===== src/sv/rths_pkg.sv =====
// ----------------------------------------------------------------------------
// rths_pkg
// Types, constants and tables shared by the rotate-to-heading speed profile.
// ----------------------------------------------------------------------------
package rths_pkg;

	localparam int DIV_W = 31;

	localparam logic signed [19:0] PI_Q13     = 20'sd25736;
	localparam logic signed [19:0] TWO_PI_Q13 = 20'sd51472;
	localparam logic signed [19:0] PI_Q16     = 20'sd205887;

	localparam logic [2:0] CFG_AIM_MODE       = 3'd0;
	localparam logic [2:0] CFG_TARGET_X       = 3'd1;
	localparam logic [2:0] CFG_TARGET_Y       = 3'd2;
	localparam logic [2:0] CFG_TARGET_HEADING = 3'd3;
	localparam logic [2:0] CFG_MAX_SPEED      = 3'd4;
	localparam logic [2:0] CFG_MAX_ACCEL      = 3'd5;

	typedef enum logic [3:0] {
		OP_NONE,
		OP_LOAD,
		OP_CORDIC,
		OP_ERR,
		OP_MUL_VV,
		OP_DIV_ZONE,
		OP_ZONE,
		OP_MUL_ADA,
		OP_MUL_SS,
		OP_MUL_AA,
		OP_BRAKE,
		OP_RAMP,
		OP_MUL_ADV,
		OP_DIV_Q,
		OP_PROP,
		OP_ZERO
	} op_t;

	typedef struct packed {
		op_t  op;
		logic out_load;
	} cmd_t;

	typedef struct packed {
		logic aim_fixed;
		logic cordic_last;
		logic div_busy;
		logic v_zero;
		logic ad_gt_zone;
		logic zone_zero;
	} stat_t;

	typedef enum logic [4:0] {
		ST_IDLE,
		ST_CORDIC,
		ST_ERR,
		ST_MVV,
		ST_DZ_GO,
		ST_DZ_WAIT,
		ST_ZONE,
		ST_DECIDE,
		ST_MADA,
		ST_MSS,
		ST_MAA,
		ST_BRAKE,
		ST_RAMP,
		ST_MADV,
		ST_DQ_GO,
		ST_DQ_WAIT,
		ST_PROP,
		ST_ZERO,
		ST_OUT
	} state_t;

	// atan(2^-i) at 2^16 per radian
	function automatic logic [16:0] atan_q16(input logic [4:0] i);
		logic [16:0] r;
		unique case (i)
			5'd0:  r = 17'd51472;
			5'd1:  r = 17'd30386;
			5'd2:  r = 17'd16055;
			5'd3:  r = 17'd8150;
			5'd4:  r = 17'd4091;
			5'd5:  r = 17'd2047;
			5'd6:  r = 17'd1024;
			5'd7:  r = 17'd512;
			5'd8:  r = 17'd256;
			5'd9:  r = 17'd128;
			5'd10: r = 17'd64;
			5'd11: r = 17'd32;
			5'd12: r = 17'd16;
			5'd13: r = 17'd8;
			5'd14: r = 17'd4;
			5'd15: r = 17'd2;
			5'd16: r = 17'd1;
			default: r = 17'd0;
		endcase
		return r;
	endfunction

endpackage


===== src/sv/rths_div.sv =====
// ----------------------------------------------------------------------------
// rths_div
// Unsigned restoring divider, one quotient bit per cycle.
// ----------------------------------------------------------------------------
module rths_div #(
	parameter int W = 31
) (
	input  logic         clk,
	input  logic         arst_n,
	input  logic         start,
	input  logic [W-1:0] dividend,
	input  logic [W-1:0] divisor,
	output logic         busy,
	output logic [W-1:0] quotient
);
	localparam int CW = $clog2(W + 1);

	logic [W-1:0]  rem_q;
	logic [W-1:0]  quo_q;
	logic [W-1:0]  div_q;
	logic [CW-1:0] cnt_q;
	logic          busy_q;
	logic [W:0]    trial;
	logic [W:0]    diff;

	assign trial = {rem_q, quo_q[W-1]};
	assign diff  = trial - {1'b0, div_q};

	always_ff @(posedge clk or negedge arst_n) begin
		if (!arst_n) begin
			busy_q <= 1'b0;
			cnt_q  <= '0;
		end else if (start) begin
			busy_q <= 1'b1;
			cnt_q  <= CW'(W);
		end else if (busy_q) begin
			cnt_q <= cnt_q - 1'b1;
			if (cnt_q == CW'(1))
				busy_q <= 1'b0;
		end
	end

	always_ff @(posedge clk) begin
		if (start) begin
			rem_q <= '0;
			quo_q <= dividend;
			div_q <= divisor;
		end else if (busy_q) begin
			if (!diff[W]) begin
				rem_q <= diff[W-1:0];
				quo_q <= {quo_q[W-2:0], 1'b1};
			end else begin
				rem_q <= trial[W-1:0];
				quo_q <= {quo_q[W-2:0], 1'b0};
			end
		end
	end

	assign busy     = busy_q;
	assign quotient = quo_q;

endmodule


===== src/sv/rths_dp.sv =====
// ----------------------------------------------------------------------------
// rths_dp
// Datapath: configuration registers, CORDIC bearing, heading error, shared
// multiplier, divider and the kept angular speed.
// ----------------------------------------------------------------------------
module rths_dp #(
	parameter int CORDIC_STEPS = 16
) (
	input  logic            clk,
	input  logic            arst_n,
	input  logic            cfg_we,
	input  logic [2:0]      cfg_index,
	input  logic [15:0]     cfg_data,
	input  logic [47:0]     pose_data,
	input  rths_pkg::cmd_t  cmd,
	output rths_pkg::stat_t stat,
	output logic [15:0]     turn_speed
);
	import rths_pkg::*;

	localparam int IW = (CORDIC_STEPS > 1) ? $clog2(CORDIC_STEPS) : 1;

	logic               aim_mode_q;
	logic signed [15:0] tx_q, ty_q, th_q;
	logic [14:0]        vmax_q, amax_q;

	logic signed [15:0] ph_q;
	logic signed [27:0] cx_q, cy_q;
	logic signed [19:0] cz_q;
	logic [IW-1:0]      it_q;
	logic               zflag_q;
	logic signed [15:0] d_q;
	logic [14:0]        ad_q;
	logic [14:0]        a_q;
	logic [31:0]        prod_q;
	logic [29:0]        zone_q;
	logic [29:0]        lhs_q;
	logic [30:0]        ss_q;
	logic               brake_q;
	logic signed [15:0] speed_q;
	logic [15:0]        out_q;

	// configuration
	always_ff @(posedge clk or negedge arst_n) begin
		if (!arst_n) begin
			aim_mode_q <= 1'b1;
			tx_q       <= '0;
			ty_q       <= '0;
			th_q       <= '0;
			vmax_q     <= '0;
			amax_q     <= 15'd1;
		end else if (cfg_we) begin
			unique case (cfg_index)
				CFG_AIM_MODE:       aim_mode_q <= cfg_data[0];
				CFG_TARGET_X:       tx_q       <= cfg_data;
				CFG_TARGET_Y:       ty_q       <= cfg_data;
				CFG_TARGET_HEADING: th_q       <= cfg_data;
				CFG_MAX_SPEED:      vmax_q     <= cfg_data[14:0];
				CFG_MAX_ACCEL:      amax_q     <= cfg_data[14:0];
				default: ;
			endcase
		end
	end

	// load: differences to the target, folded into the right half plane
	logic signed [15:0] px, py;
	logic signed [16:0] dx, dy;
	logic signed [27:0] x0, y0;
	assign px = pose_data[15:0];
	assign py = pose_data[31:16];
	assign dx = {tx_q[15], tx_q} - {px[15], px};
	assign dy = {ty_q[15], ty_q} - {py[15], py};
	assign x0 = {{3{dx[16]}}, dx, 8'b0};
	assign y0 = {{3{dy[16]}}, dy, 8'b0};

	// cordic step
	logic signed [27:0] xs, ys;
	logic signed [19:0] atn;
	assign xs  = cx_q >>> it_q;
	assign ys  = cy_q >>> it_q;
	assign atn = {3'b0, atan_q16(5'(it_q))};

	// heading error
	logic signed [19:0] bearing, aim, d0, dw;
	assign bearing = (cz_q + 20'sd4) >>> 3;
	always_comb begin
		if (aim_mode_q)
			aim = {{4{th_q[15]}}, th_q};
		else if (zflag_q)
			aim = '0;
		else
			aim = bearing;
		d0 = aim - {{4{ph_q[15]}}, ph_q};
		if (d0 >= PI_Q13)
			dw = d0 - TWO_PI_Q13;
		else if (d0 < -PI_Q13)
			dw = d0 + TWO_PI_Q13;
		else
			dw = d0;
	end

	// shared multiplier
	logic signed [16:0] mul_a, mul_b;
	logic signed [33:0] mul_p;
	always_comb begin
		unique case (cmd.op)
			OP_MUL_VV:  begin mul_a = {2'b0, vmax_q}; mul_b = {2'b0, vmax_q}; end
			OP_MUL_ADA: begin mul_a = {2'b0, ad_q};   mul_b = {2'b0, a_q};    end
			OP_MUL_SS:  begin mul_a = {speed_q[15], speed_q}; mul_b = {speed_q[15], speed_q}; end
			OP_MUL_AA:  begin mul_a = {2'b0, a_q};    mul_b = {2'b0, a_q};    end
			OP_MUL_ADV: begin mul_a = {2'b0, ad_q};   mul_b = {2'b0, vmax_q}; end
			default:    begin mul_a = '0;             mul_b = '0;             end
		endcase
	end
	assign mul_p = mul_a * mul_b;

	// divider
	logic             div_start;
	logic [DIV_W-1:0] div_den;
	logic [DIV_W-1:0] div_quo;
	logic             div_busy;
	assign div_start = (cmd.op == OP_DIV_ZONE) || (cmd.op == OP_DIV_Q);
	assign div_den   = (cmd.op == OP_DIV_ZONE) ? {15'b0, a_q, 1'b0} : {1'b0, zone_q};

	rths_div #(.W(DIV_W)) u_div (
		.clk      (clk),
		.arst_n   (arst_n),
		.start    (div_start),
		.dividend (prod_q[DIV_W-1:0]),
		.divisor  (div_den),
		.busy     (div_busy),
		.quotient (div_quo)
	);

	// braking test and ramp
	logic signed [32:0] rhs;
	assign rhs = $signed({2'b0, ss_q}) - $signed({2'b0, prod_q[29:0], 1'b0});

	logic signed [17:0] s18, a18, v18, a2, nr;
	always_comb begin
		s18 = {{2{speed_q[15]}}, speed_q};
		a18 = {3'b0, a_q};
		v18 = {3'b0, vmax_q};
		a2  = a18 <<< 1;
		if (!d_q[15]) begin
			if (!brake_q)
				nr = s18 + a18;
			else if (s18 > a2)
				nr = s18 - a2;
			else
				nr = s18;
			if (nr > v18)
				nr = v18;
		end else begin
			if (!brake_q)
				nr = s18 - a18;
			else if (s18 < -a2)
				nr = s18 + a2;
			else
				nr = s18;
			if (nr < -v18)
				nr = -v18;
		end
	end

	logic signed [15:0] nr_sat;
	always_comb begin
		if (nr > 18'sd32767)
			nr_sat = 16'sh7fff;
		else if (nr < -18'sd32768)
			nr_sat = 16'sh8000;
		else
			nr_sat = nr[15:0];
	end

	logic signed [15:0] q16;
	assign q16 = {1'b0, div_quo[14:0]};

	always_ff @(posedge clk or negedge arst_n) begin
		if (!arst_n)
			speed_q <= '0;
		else if (cmd.op == OP_RAMP)
			speed_q <= nr_sat;
		else if (cmd.op == OP_PROP)
			speed_q <= d_q[15] ? -q16 : q16;
		else if (cmd.op == OP_ZERO)
			speed_q <= '0;
	end

	always_ff @(posedge clk) begin
		unique case (cmd.op)
			OP_LOAD: begin
				ph_q    <= pose_data[47:32];
				it_q    <= '0;
				zflag_q <= (dx == 17'sd0) && (dy == 17'sd0);
				if (x0 < 0) begin
					cx_q <= -x0;
					cy_q <= -y0;
					cz_q <= (y0 >= 0) ? PI_Q16 : -PI_Q16;
				end else begin
					cx_q <= x0;
					cy_q <= y0;
					cz_q <= '0;
				end
			end
			OP_CORDIC: begin
				it_q <= it_q + 1'b1;
				if (cy_q > 0) begin
					cx_q <= cx_q + ys;
					cy_q <= cy_q - xs;
					cz_q <= cz_q + atn;
				end else begin
					cx_q <= cx_q - ys;
					cy_q <= cy_q + xs;
					cz_q <= cz_q - atn;
				end
			end
			OP_ERR: begin
				d_q  <= dw[15:0];
				ad_q <= dw[19] ? 15'(-dw) : dw[14:0];
				a_q  <= (amax_q == '0) ? 15'd1 : amax_q;
			end
			OP_MUL_VV, OP_MUL_ADV: prod_q <= mul_p[31:0];
			OP_MUL_ADA: prod_q <= mul_p[31:0];
			OP_MUL_SS: begin
				lhs_q  <= prod_q[29:0];
				prod_q <= mul_p[31:0];
			end
			OP_MUL_AA: begin
				ss_q   <= prod_q[30:0];
				prod_q <= mul_p[31:0];
			end
			OP_BRAKE: brake_q <= $signed({3'b0, lhs_q}) < rhs;
			OP_ZONE:  zone_q  <= div_quo[29:0];
			default: ;
		endcase
		if (cmd.out_load)
			out_q <= speed_q;
	end

	assign stat.aim_fixed   = aim_mode_q;
	assign stat.cordic_last = (it_q == IW'(CORDIC_STEPS - 1));
	assign stat.div_busy    = div_busy;
	assign stat.v_zero      = (vmax_q == '0);
	assign stat.ad_gt_zone  = ({15'b0, ad_q} > zone_q);
	assign stat.zone_zero   = (zone_q == '0);
	assign turn_speed       = out_q;

endmodule


===== src/sv/rths_ctrl.sv =====
// ----------------------------------------------------------------------------
// rths_ctrl
// Sequencer: walks one pose word through the datapath and owns both
// handshakes.
// ----------------------------------------------------------------------------
module rths_ctrl (
	input  logic            clk,
	input  logic            arst_n,
	input  logic            s_tvalid,
	output logic            s_tready,
	output logic            m_tvalid,
	input  logic            m_tready,
	input  rths_pkg::stat_t stat,
	output rths_pkg::cmd_t  cmd
);
	import rths_pkg::*;

	state_t state_q, state_d;
	logic   mvalid_q, mvalid_d;

	always_ff @(posedge clk or negedge arst_n) begin
		if (!arst_n) begin
			state_q  <= ST_IDLE;
			mvalid_q <= 1'b0;
		end else begin
			state_q  <= state_d;
			mvalid_q <= mvalid_d;
		end
	end

	always_comb begin
		state_d      = state_q;
		cmd.op       = OP_NONE;
		cmd.out_load = 1'b0;
		s_tready     = 1'b0;
		mvalid_d     = mvalid_q && !m_tready;
		unique case (state_q)
			ST_IDLE: begin
				s_tready = 1'b1;
				if (s_tvalid) begin
					cmd.op  = OP_LOAD;
					state_d = stat.aim_fixed ? ST_ERR : ST_CORDIC;
				end
			end
			ST_CORDIC: begin
				cmd.op = OP_CORDIC;
				if (stat.cordic_last)
					state_d = ST_ERR;
			end
			ST_ERR: begin
				cmd.op  = OP_ERR;
				state_d = ST_MVV;
			end
			ST_MVV: begin
				cmd.op  = OP_MUL_VV;
				state_d = ST_DZ_GO;
			end
			ST_DZ_GO: begin
				cmd.op  = OP_DIV_ZONE;
				state_d = ST_DZ_WAIT;
			end
			ST_DZ_WAIT: begin
				if (!stat.div_busy)
					state_d = ST_ZONE;
			end
			ST_ZONE: begin
				cmd.op  = OP_ZONE;
				state_d = ST_DECIDE;
			end
			ST_DECIDE: begin
				priority if (stat.v_zero)
					state_d = ST_ZERO;
				else if (stat.ad_gt_zone)
					state_d = ST_MADA;
				else if (stat.zone_zero)
					state_d = ST_ZERO;
				else
					state_d = ST_MADV;
			end
			ST_MADA: begin
				cmd.op  = OP_MUL_ADA;
				state_d = ST_MSS;
			end
			ST_MSS: begin
				cmd.op  = OP_MUL_SS;
				state_d = ST_MAA;
			end
			ST_MAA: begin
				cmd.op  = OP_MUL_AA;
				state_d = ST_BRAKE;
			end
			ST_BRAKE: begin
				cmd.op  = OP_BRAKE;
				state_d = ST_RAMP;
			end
			ST_RAMP: begin
				cmd.op  = OP_RAMP;
				state_d = ST_OUT;
			end
			ST_MADV: begin
				cmd.op  = OP_MUL_ADV;
				state_d = ST_DQ_GO;
			end
			ST_DQ_GO: begin
				cmd.op  = OP_DIV_Q;
				state_d = ST_DQ_WAIT;
			end
			ST_DQ_WAIT: begin
				if (!stat.div_busy)
					state_d = ST_PROP;
			end
			ST_PROP: begin
				cmd.op  = OP_PROP;
				state_d = ST_OUT;
			end
			ST_ZERO: begin
				cmd.op  = OP_ZERO;
				state_d = ST_OUT;
			end
			ST_OUT: begin
				// hold until the output register is free
				if (!mvalid_q || m_tready) begin
					cmd.out_load = 1'b1;
					mvalid_d     = 1'b1;
					state_d      = ST_IDLE;
				end
			end
			default: state_d = ST_IDLE;
		endcase
	end

	assign m_tvalid = mvalid_q;

endmodule


===== src/sv/rotate_to_heading_speed_profile_core.sv =====
// ----------------------------------------------------------------------------
// rotate_to_heading_speed_profile_core
// Angular speed profile: pose word in, commanded turn speed word out.
// ----------------------------------------------------------------------------
// One pose word is processed at a time. The speed is forced to zero for zero
// maximum speed or an empty end zone; otherwise it follows the ramp or, in
// the proportional end zone, is set from a division. When aiming at a target
// point, the CORDIC runs first, one iteration per cycle. Each division (zone
// size always, proportional speed only in the end zone) uses the shared
// radix-2 divider: a start state, then a wait state until it is no longer
// busy. The result is loaded into the output register as the sequencer
// returns to idle, where the next pose word can be accepted.
// One result can wait in the output register; if it is still unread when the
// next result is done, that result and the input are held until it is read.
module rotate_to_heading_speed_profile_core #(
	parameter int CORDIC_STEPS = 16
) (
	input  logic        clk,
	input  logic        arst_n,
	input  logic        cfg_we,
	input  logic [2:0]  cfg_index,
	input  logic [15:0] cfg_data,
	input  logic        s_tvalid,
	output logic        s_tready,
	input  logic [47:0] s_tdata,   // pose_x, pose_y, pose_heading
	output logic        m_tvalid,
	input  logic        m_tready,
	output logic [15:0] m_tdata    // turn_speed
);
	import rths_pkg::*;

	cmd_t  cmd;
	stat_t stat;

	rths_ctrl u_ctrl (
		.clk      (clk),
		.arst_n   (arst_n),
		.s_tvalid (s_tvalid),
		.s_tready (s_tready),
		.m_tvalid (m_tvalid),
		.m_tready (m_tready),
		.stat     (stat),
		.cmd      (cmd)
	);

	rths_dp #(.CORDIC_STEPS(CORDIC_STEPS)) u_dp (
		.clk        (clk),
		.arst_n     (arst_n),
		.cfg_we     (cfg_we),
		.cfg_index  (cfg_index),
		.cfg_data   (cfg_data),
		.pose_data  (s_tdata),
		.cmd        (cmd),
		.stat       (stat),
		.turn_speed (m_tdata)
	);

endmodule


===== config.mk =====
export PLATFORM = sky130hd
export DESIGN_NAME = rotate_to_heading_speed_profile_core
export DESIGN_NICKNAME = d
export VERILOG_FILES = /design/src/sv/rths_pkg.sv /design/src/sv/rths_div.sv /design/src/sv/rths_dp.sv /design/src/sv/rths_ctrl.sv /design/src/sv/rotate_to_heading_speed_profile_core.sv
export SDC_FILE = /design/constraint.sdc
export NUM_CORES = 2
export LEC_CHECK = 0
export ABC_AREA = 1
export BUFFER_PORTS_ARGS = -buffer_cell sky130_fd_sc_hd__buf_2
export CORE_ASPECT_RATIO = 0.6
export CORE_MARGIN = 2
export CORE_UTILIZATION = 45
export CTS_CLUSTER_SIZE = 14
export DETAILED_ROUTE_END_ITERATION = 8
export PLACE_DENSITY = 0.61
export SYNTH_ARGS = -nofsm -noshare
export SYNTH_HDL_FRONTEND = slang
export SYNTH_HIERARCHICAL = 1
export SYNTH_SLANG_ARGS = --single-unit

===== constraint.sdc =====
create_clock -name clk -period 12.25 [get_ports clk]
set_input_delay 1.225 -clock clk [delete_from_list [all_inputs] [get_ports clk]]
set_output_delay 1.225 -clock clk [all_outputs]
set_load 0.02 [all_outputs]

# Word-level counts from Yosys, hierarchy flattened

Memory sizes are Yosys's and may differ from the RTL's. A register that Yosys moved wholly into a read port is not among the register bits.
Cells that the tools add are included.

Logic and storage cells: 207
Register bits after elaboration: 482
Input bits: 72
Memories: 1
Memory bits (read-only): 256
Output and inout port bits: 18

Shifts and indexed selects: 2
Reduce and logical (&&, ||, !) cells: 28
Multipliers: 1
Equal/unequal tests: 45
Add/subtract/negate cells: 26
Order comparisons: 13
Mux-type cells: 61

Memory list:

| memory          | words | bits a word | rd ports | clocked after Yosys merged registers in | wr ports | RTL line       | text |
|---|---|---|---|---|---|---|---|
| (no name shown) | 16    | 16          | 1        | 1                                       | 0        | rths_pkg.sv:78 | `unique case (i)` |

Operator list:

| kind                                                                   | count |
|---|---|
| 18-bit 2-to-1 mux                                                      | 9 |
| 20-bit 2-to-1 mux                                                      | 7 |
| 16-bit 2-to-1 mux                                                      | 7 |
| 28-bit 2-to-1 mux                                                      | 4 |
| 28-bit one-hot mux with 2 select lines                                 | 2 |
| 31-bit 2-to-1 mux                                                      | 3 |
| 5-bit one-hot mux with 17 select lines                                 | 1 |
| 17-bit one-hot mux with 4 select lines                                 | 1 |
| 4-bit one-hot mux with 15 select lines                                 | 1 |
| 28-bit adder                                                           | 2 |
| 25-bit negator with 28-bit output                                      | 2 |
| 28-bit by 4-bit >>> shifter with 28-bit output                         | 2 |
| 28-bit subtractor                                                      | 2 |
| 17-bit one-hot mux with 3 select lines                                 | 1 |
| 16-bit by 16-bit subtractor with 17-bit output                         | 3 |
| 5-bit 2-to-1 mux                                                       | 10 |
| 5-bit by 4-bit equality test with 1-bit output (second input constant) | 8 |
| 20-bit one-hot mux with 2 select lines                                 | 1 |
| 4-bit equality test (second input constant)                            | 9 |
| 17-bit zero test                                                       | 2 |
| 31-bit by 33-bit less-than comparator with 1-bit output                | 1 |
| 31-bit by 31-bit subtractor with 32-bit output                         | 1 |
| 32-bit by 31-bit subtractor with 32-bit output                         | 1 |
| 17-bit by 17-bit multiplier with 31-bit output                         | 1 |
| other kinds (58)                                                       | 95 |

# Logic depth before layout (Yosys ltp)

Word-level depth: 12
Mapped depth: 50
Depth with buffers taken out: 48

# By module

The synthesis kept the hierarchy.

Modules (own cells, without submodules):

| module    | times used | cells each | area an instance (um^2) | seq. area each (um^2) |
|---|---|---|---|---|
| rths_dp   | 1          | 5906       | 43917.1                 | 10717.8 |
| rths_div  | 1          | 982        | 6822.8                  | 2632.5 |
| rths_ctrl | 1          | 115        | 660.6                   | 150.1 |

# Worst setup path after synthesis

No wires, ideal clock.

Path kind: input -> register
From: input s_tvalid
To: register u_dp.prod_q[29], data pin
Arrival time: 9332 ps
Setup slack: 2653 ps
Setup time: 265 ps
Stages: 27
Data required time: 11985 ps
Cells stage by stage: a21oi_1 -> o2111ai_1 -> nor2_1 -> inv_1 -> nor2_1 -> inv_1 -> clkbuf_1 -> nor2_1 -> clkinv_1 -> clkbuf_1 -> nor2_1 -> fa_1 -> fa_1 -> inv_1 -> fa_1 -> fa_1 -> fa_1 -> fa_1 -> inv_1 -> ha_1 -> nand2_1 -> nor4_1 -> nand3_1 -> nand3_1 -> a21oi_1 -> o21ai_0 -> xor2_1

RTL lines:

| element              | RTL line                                   | text |
|---|---|---|
| start, declared      | rotate_to_heading_speed_profile_core.sv:23 | `input logic s_tvalid,` |
| end signal, assigned | rths_dp.sv:223                             | `OP_MUL_VV, OP_MUL_ADV: prod_q <= mul_p[31:0];` |
| end signal, assigned | rths_dp.sv:224                             | `OP_MUL_ADA: prod_q <= mul_p[31:0];` |
| end signal, assigned | rths_dp.sv:227                             | `prod_q <= mul_p[31:0];` |
| end, declared        | rths_dp.sv:35                              | `logic [31:0] prod_q;` |

==> qor.csv <==
stage,metric,value,unit
worst_setup_path,crit_path_start,u_ctrl/state_q[3],
floorplan,die-area,117000,µm²
logic_synthesis,synth_area,51400,µm²
placement,hpwl,150200,µm
logic_synthesis,synth_top_area_frac,0.1922,
logic_synthesis,yosysMostFrequentCell,nand2_1,
floorplan,ios,90,
logic_synthesis,ys_types,77,
placement,postPlaceCellArea,53330,µm²
floorplan,die_w,440.3,µm
run_status,outcome,"finished, final reports clean",
route,drc_errors,0,
worst_setup_path,required,12.67,ns
logic_synthesis,muxShareOfSynthArea,0.004089,
logic_synthesis,synth_top_family_by_area,simple AND/OR/NAND/NOR gates,
logic_synthesis,synth_edf_count,329,
logic_synthesis,avgSynthCellArea,7.340,µm²
placement,port-buffer-count,89,
clock_tree,cts_buffer_depth,3,
clock_tree,cts_buffers,51,
logic_synthesis,synthArstFlopShare,0.2215,
grt,grt_pass1_vias,42720,
worst_hold_path,hold_class,reg2reg,
clock_tree,cts.repair.resized,0,
logic_synthesis,synthesis.instances,7003,
floorplan,start_util,0.4566,
cells_and_area,syn2layout_area_growth,7.349,%
worst_setup_path,critPathMaxStageDelay,0.96,ns
sta,report.final.slew_viol_count,0,
clock_tree,cts_setup_buffers,0,
worst_setup_path,worstPathMaxFanout,21,
cells_and_area,design_area,55180,µm²
flow_run,drv_cap,0,
clock_tree,cts_tree,done,
route,avgRoutedWirePerCell,21.42,µm
grt,grt_antenna_before_repair,4,
sta,period_share,0.8680,
clock_tree,htree_num_levels,2,
grt,gr-total-overflow,0,
worst_setup_path,endpoint_kind,flop,
logic_synthesis,synthAdderAreaFrac,0.2155,
worst_setup_path,r2r_slack,1.62,ns
worst_setup_path,worstSetupPathType,reg2reg,
cells_and_area,final_nets,7799,
route,ant_nets,0,
floorplan,core.rowCount,95,
sta,period_needed,10.63,ns
logic_synthesis,yosysSeqAreaShare,0.2627,
worst_setup_path,rr_startpoint,u_ctrl/state_q[3],
floorplan,fp.dieH,265.8,µm
worst_setup_path,worst-endpoint-arrival,11.05,ns
floorplan,core,112600,µm²
logic_synthesis,synth_common_cells,"nand2_1, inv_1, nor2_1",
worst_setup_path,cpMostUsedCell,inv_1,
sta,fin_tns_setup,0,ns
logic_synthesis,synth_xor_xnor_area_share,0.04579,
logic_synthesis,synth_largest_area_cell,edfxtp_1,
clock_tree,clk_pin_slew,0.07,ns
grt,grt_max_degree,67,
clock_tree,insertion_delay,0.66,ns
route,drt_wl_total,183300,µm
cells_and_area,n_fill_cell,11120,
placement,gp_congestion,1.028,
sta,skew,0.04787,ns
route,vias,47420,
worst_setup_path,cp_slowest_cell,nor4_1,
sta,tightest_slew,1.371,ns
sta,rsz0062_at_grt,false,
logic_synthesis,synth.yosys.warnings,6,
route,drt_iter0_markers,6014,
sta,relSlewSlack,0.08618,
worst_setup_path,startpoint_type,flop,
grt,grt_usage,0.3121,
logic_synthesis,yosys.area_share.simple,0.2312,
clock_tree,root_buffer,clkbuf_16,
clock_tree,cts_hold_buf,0,
logic_synthesis,synth-seq-cells,483,
worst_hold_path,min_path_cells,0,
cells_and_area,drive_above_1_share,0.05630,
worst_setup_path,reg2reg_depth,35,
sta,hold_viol_final,0,
route,drt_pass1_iterations,7,
logic_synthesis,ys.flop_type,edfxtp_1,
worst_setup_path,rr_endpoint,u_dp/prod_q[25],
grt,grt_pass1_wl,275600,µm
logic_synthesis,synth-compound-area-share,0.1330,
sta,max_freq,94.04,MHz
route,via_per_inst,5.541,
logic_synthesis,syn_nets,7793,
logic_synthesis,ys_top_cells_by_area,"edfxtp_1, nand2_1, fa_1, ha_1, inv_1",
sta,setup_viol_count_final,0,
clock_tree,clock-sinks,483,
worst_setup_path,critPathCapture,u_dp/prod_q[25],
-- metrics by stage --
step,util,worst slack [ns],hold WS [ns],instances
floorplan,-,2.653,0.4268,7003
global placement,0.4738,1.692,0.4311,8459
detailed placement,0.4738,1.577,0.4348,8459
CTS,0.4901,1.983,0.4449,8554
global route,0.4901,1.187,0.4622,8554
finish,0.4902,1.617,0.4448,8557
-- registers in the layout, indices dropped and copies added, names as in the netlist, 20 cells and up --
signal and count:
u_dp/u_div/quotient 31, u_dp/lhs_q 30, u_dp/cy_q 28, u_dp/cz_q 20, u_dp/u_div/div_q 31, u_dp/cx_q 28
u_dp/u_div/rem_q 31, u_dp/zone_q 30, u_dp/ss_q 31, u_dp/prod_q 31
-- cell type report --
type	instances	area (µm²)	share of cell area
repair buffers	150	905.9	0.01642
multi-input cells	5093	32430	0.5877
flip-flops and latches	483	13500	0.2447
inverters	1230	4621	0.08374
clock buffers	69	1468	0.02660
clock inverters	26	369.1	0.006689
well taps	1503	1881	0.03408
diodes	3	7.507	0.0001361
-- layer usage --
metal | up-vias | share of wire | GRT usage
li1 | 22560 | - | -
met1 | 22380 | 0.51 | 0.5329
met2 | 2316 | 0.34 | 0.3683
met3 | 157 | 0.13 | 0.09639
met4 | 4 | 0.013 | 0.04221
met5 | - | 0.00013 | 0
-- layout by cell type, fill, tap and decap left out, types with 13 or more instances in the layout --
cell,n
a31oi_1,19
a21o_1,17
and2_1,13
nor2_2,19
nand3_2,29
nand2_1,1715
nor4_1,20
or2_2,13
buf_2,88
inv_2,19
dfxtp_1,47
buf_4,62
nor3_1,90
o211ai_1,38
dfrtp_1,105
xnor2_1,88
inv_1,1195
o21ai_1,54
ha_1,439
mux2i_1,21
xor2_1,177
o22ai_1,17
o21a_1,25
clkbuf_16,54
nand2_2,45
o31ai_1,17
nand4_1,56
o21bai_1,17
edfxtp_1,329
clkinv_1,15
nand3_1,256
fa_1,279
nor2_1,538
o21ai_0,520
a21oi_1,450
-- logic make-up after synthesis --
group,after synthesis
compound gates,1246
mux,21
other cells,1
flops,483
simple gates,2840
fa+ha+maj,718
xor+xnor,267
buf+inv,1427
-- critical path: cells and delay by family (launching register included) --
family | cells | cell delay (ns)
flops | 1 | 0.47
xor+xnor | 1 | 0.14
fa+ha+maj | 7 | 3.40
compound gates | 4 | 0.96
simple gates | 10 | 3.36
buf+inv | 13 | 2.05
-- worst min path at each step --
| stage | to | startpoint |
|---|---|---|
| after floorplan | u_dp/ss_q[30] | u_dp/prod_q[30] |
| after global placement | u_dp/zone_q[25] | u_dp/u_div/quotient[25] |
| after detailed placement | u_dp/zone_q[18] | u_dp/u_div/quotient[18] |
| after CTS | u_dp/zone_q[18] | u_dp/u_div/quotient[18] |
| after global routing | u_dp/zone_q[18] | u_dp/u_div/quotient[18] |
| final | u_dp/zone_q[18] | u_dp/u_div/quotient[18] |
Power is left out: the tool's default activity adds up to more than one toggle a clock period on the data nets, which glitch-free logic cannot reach.
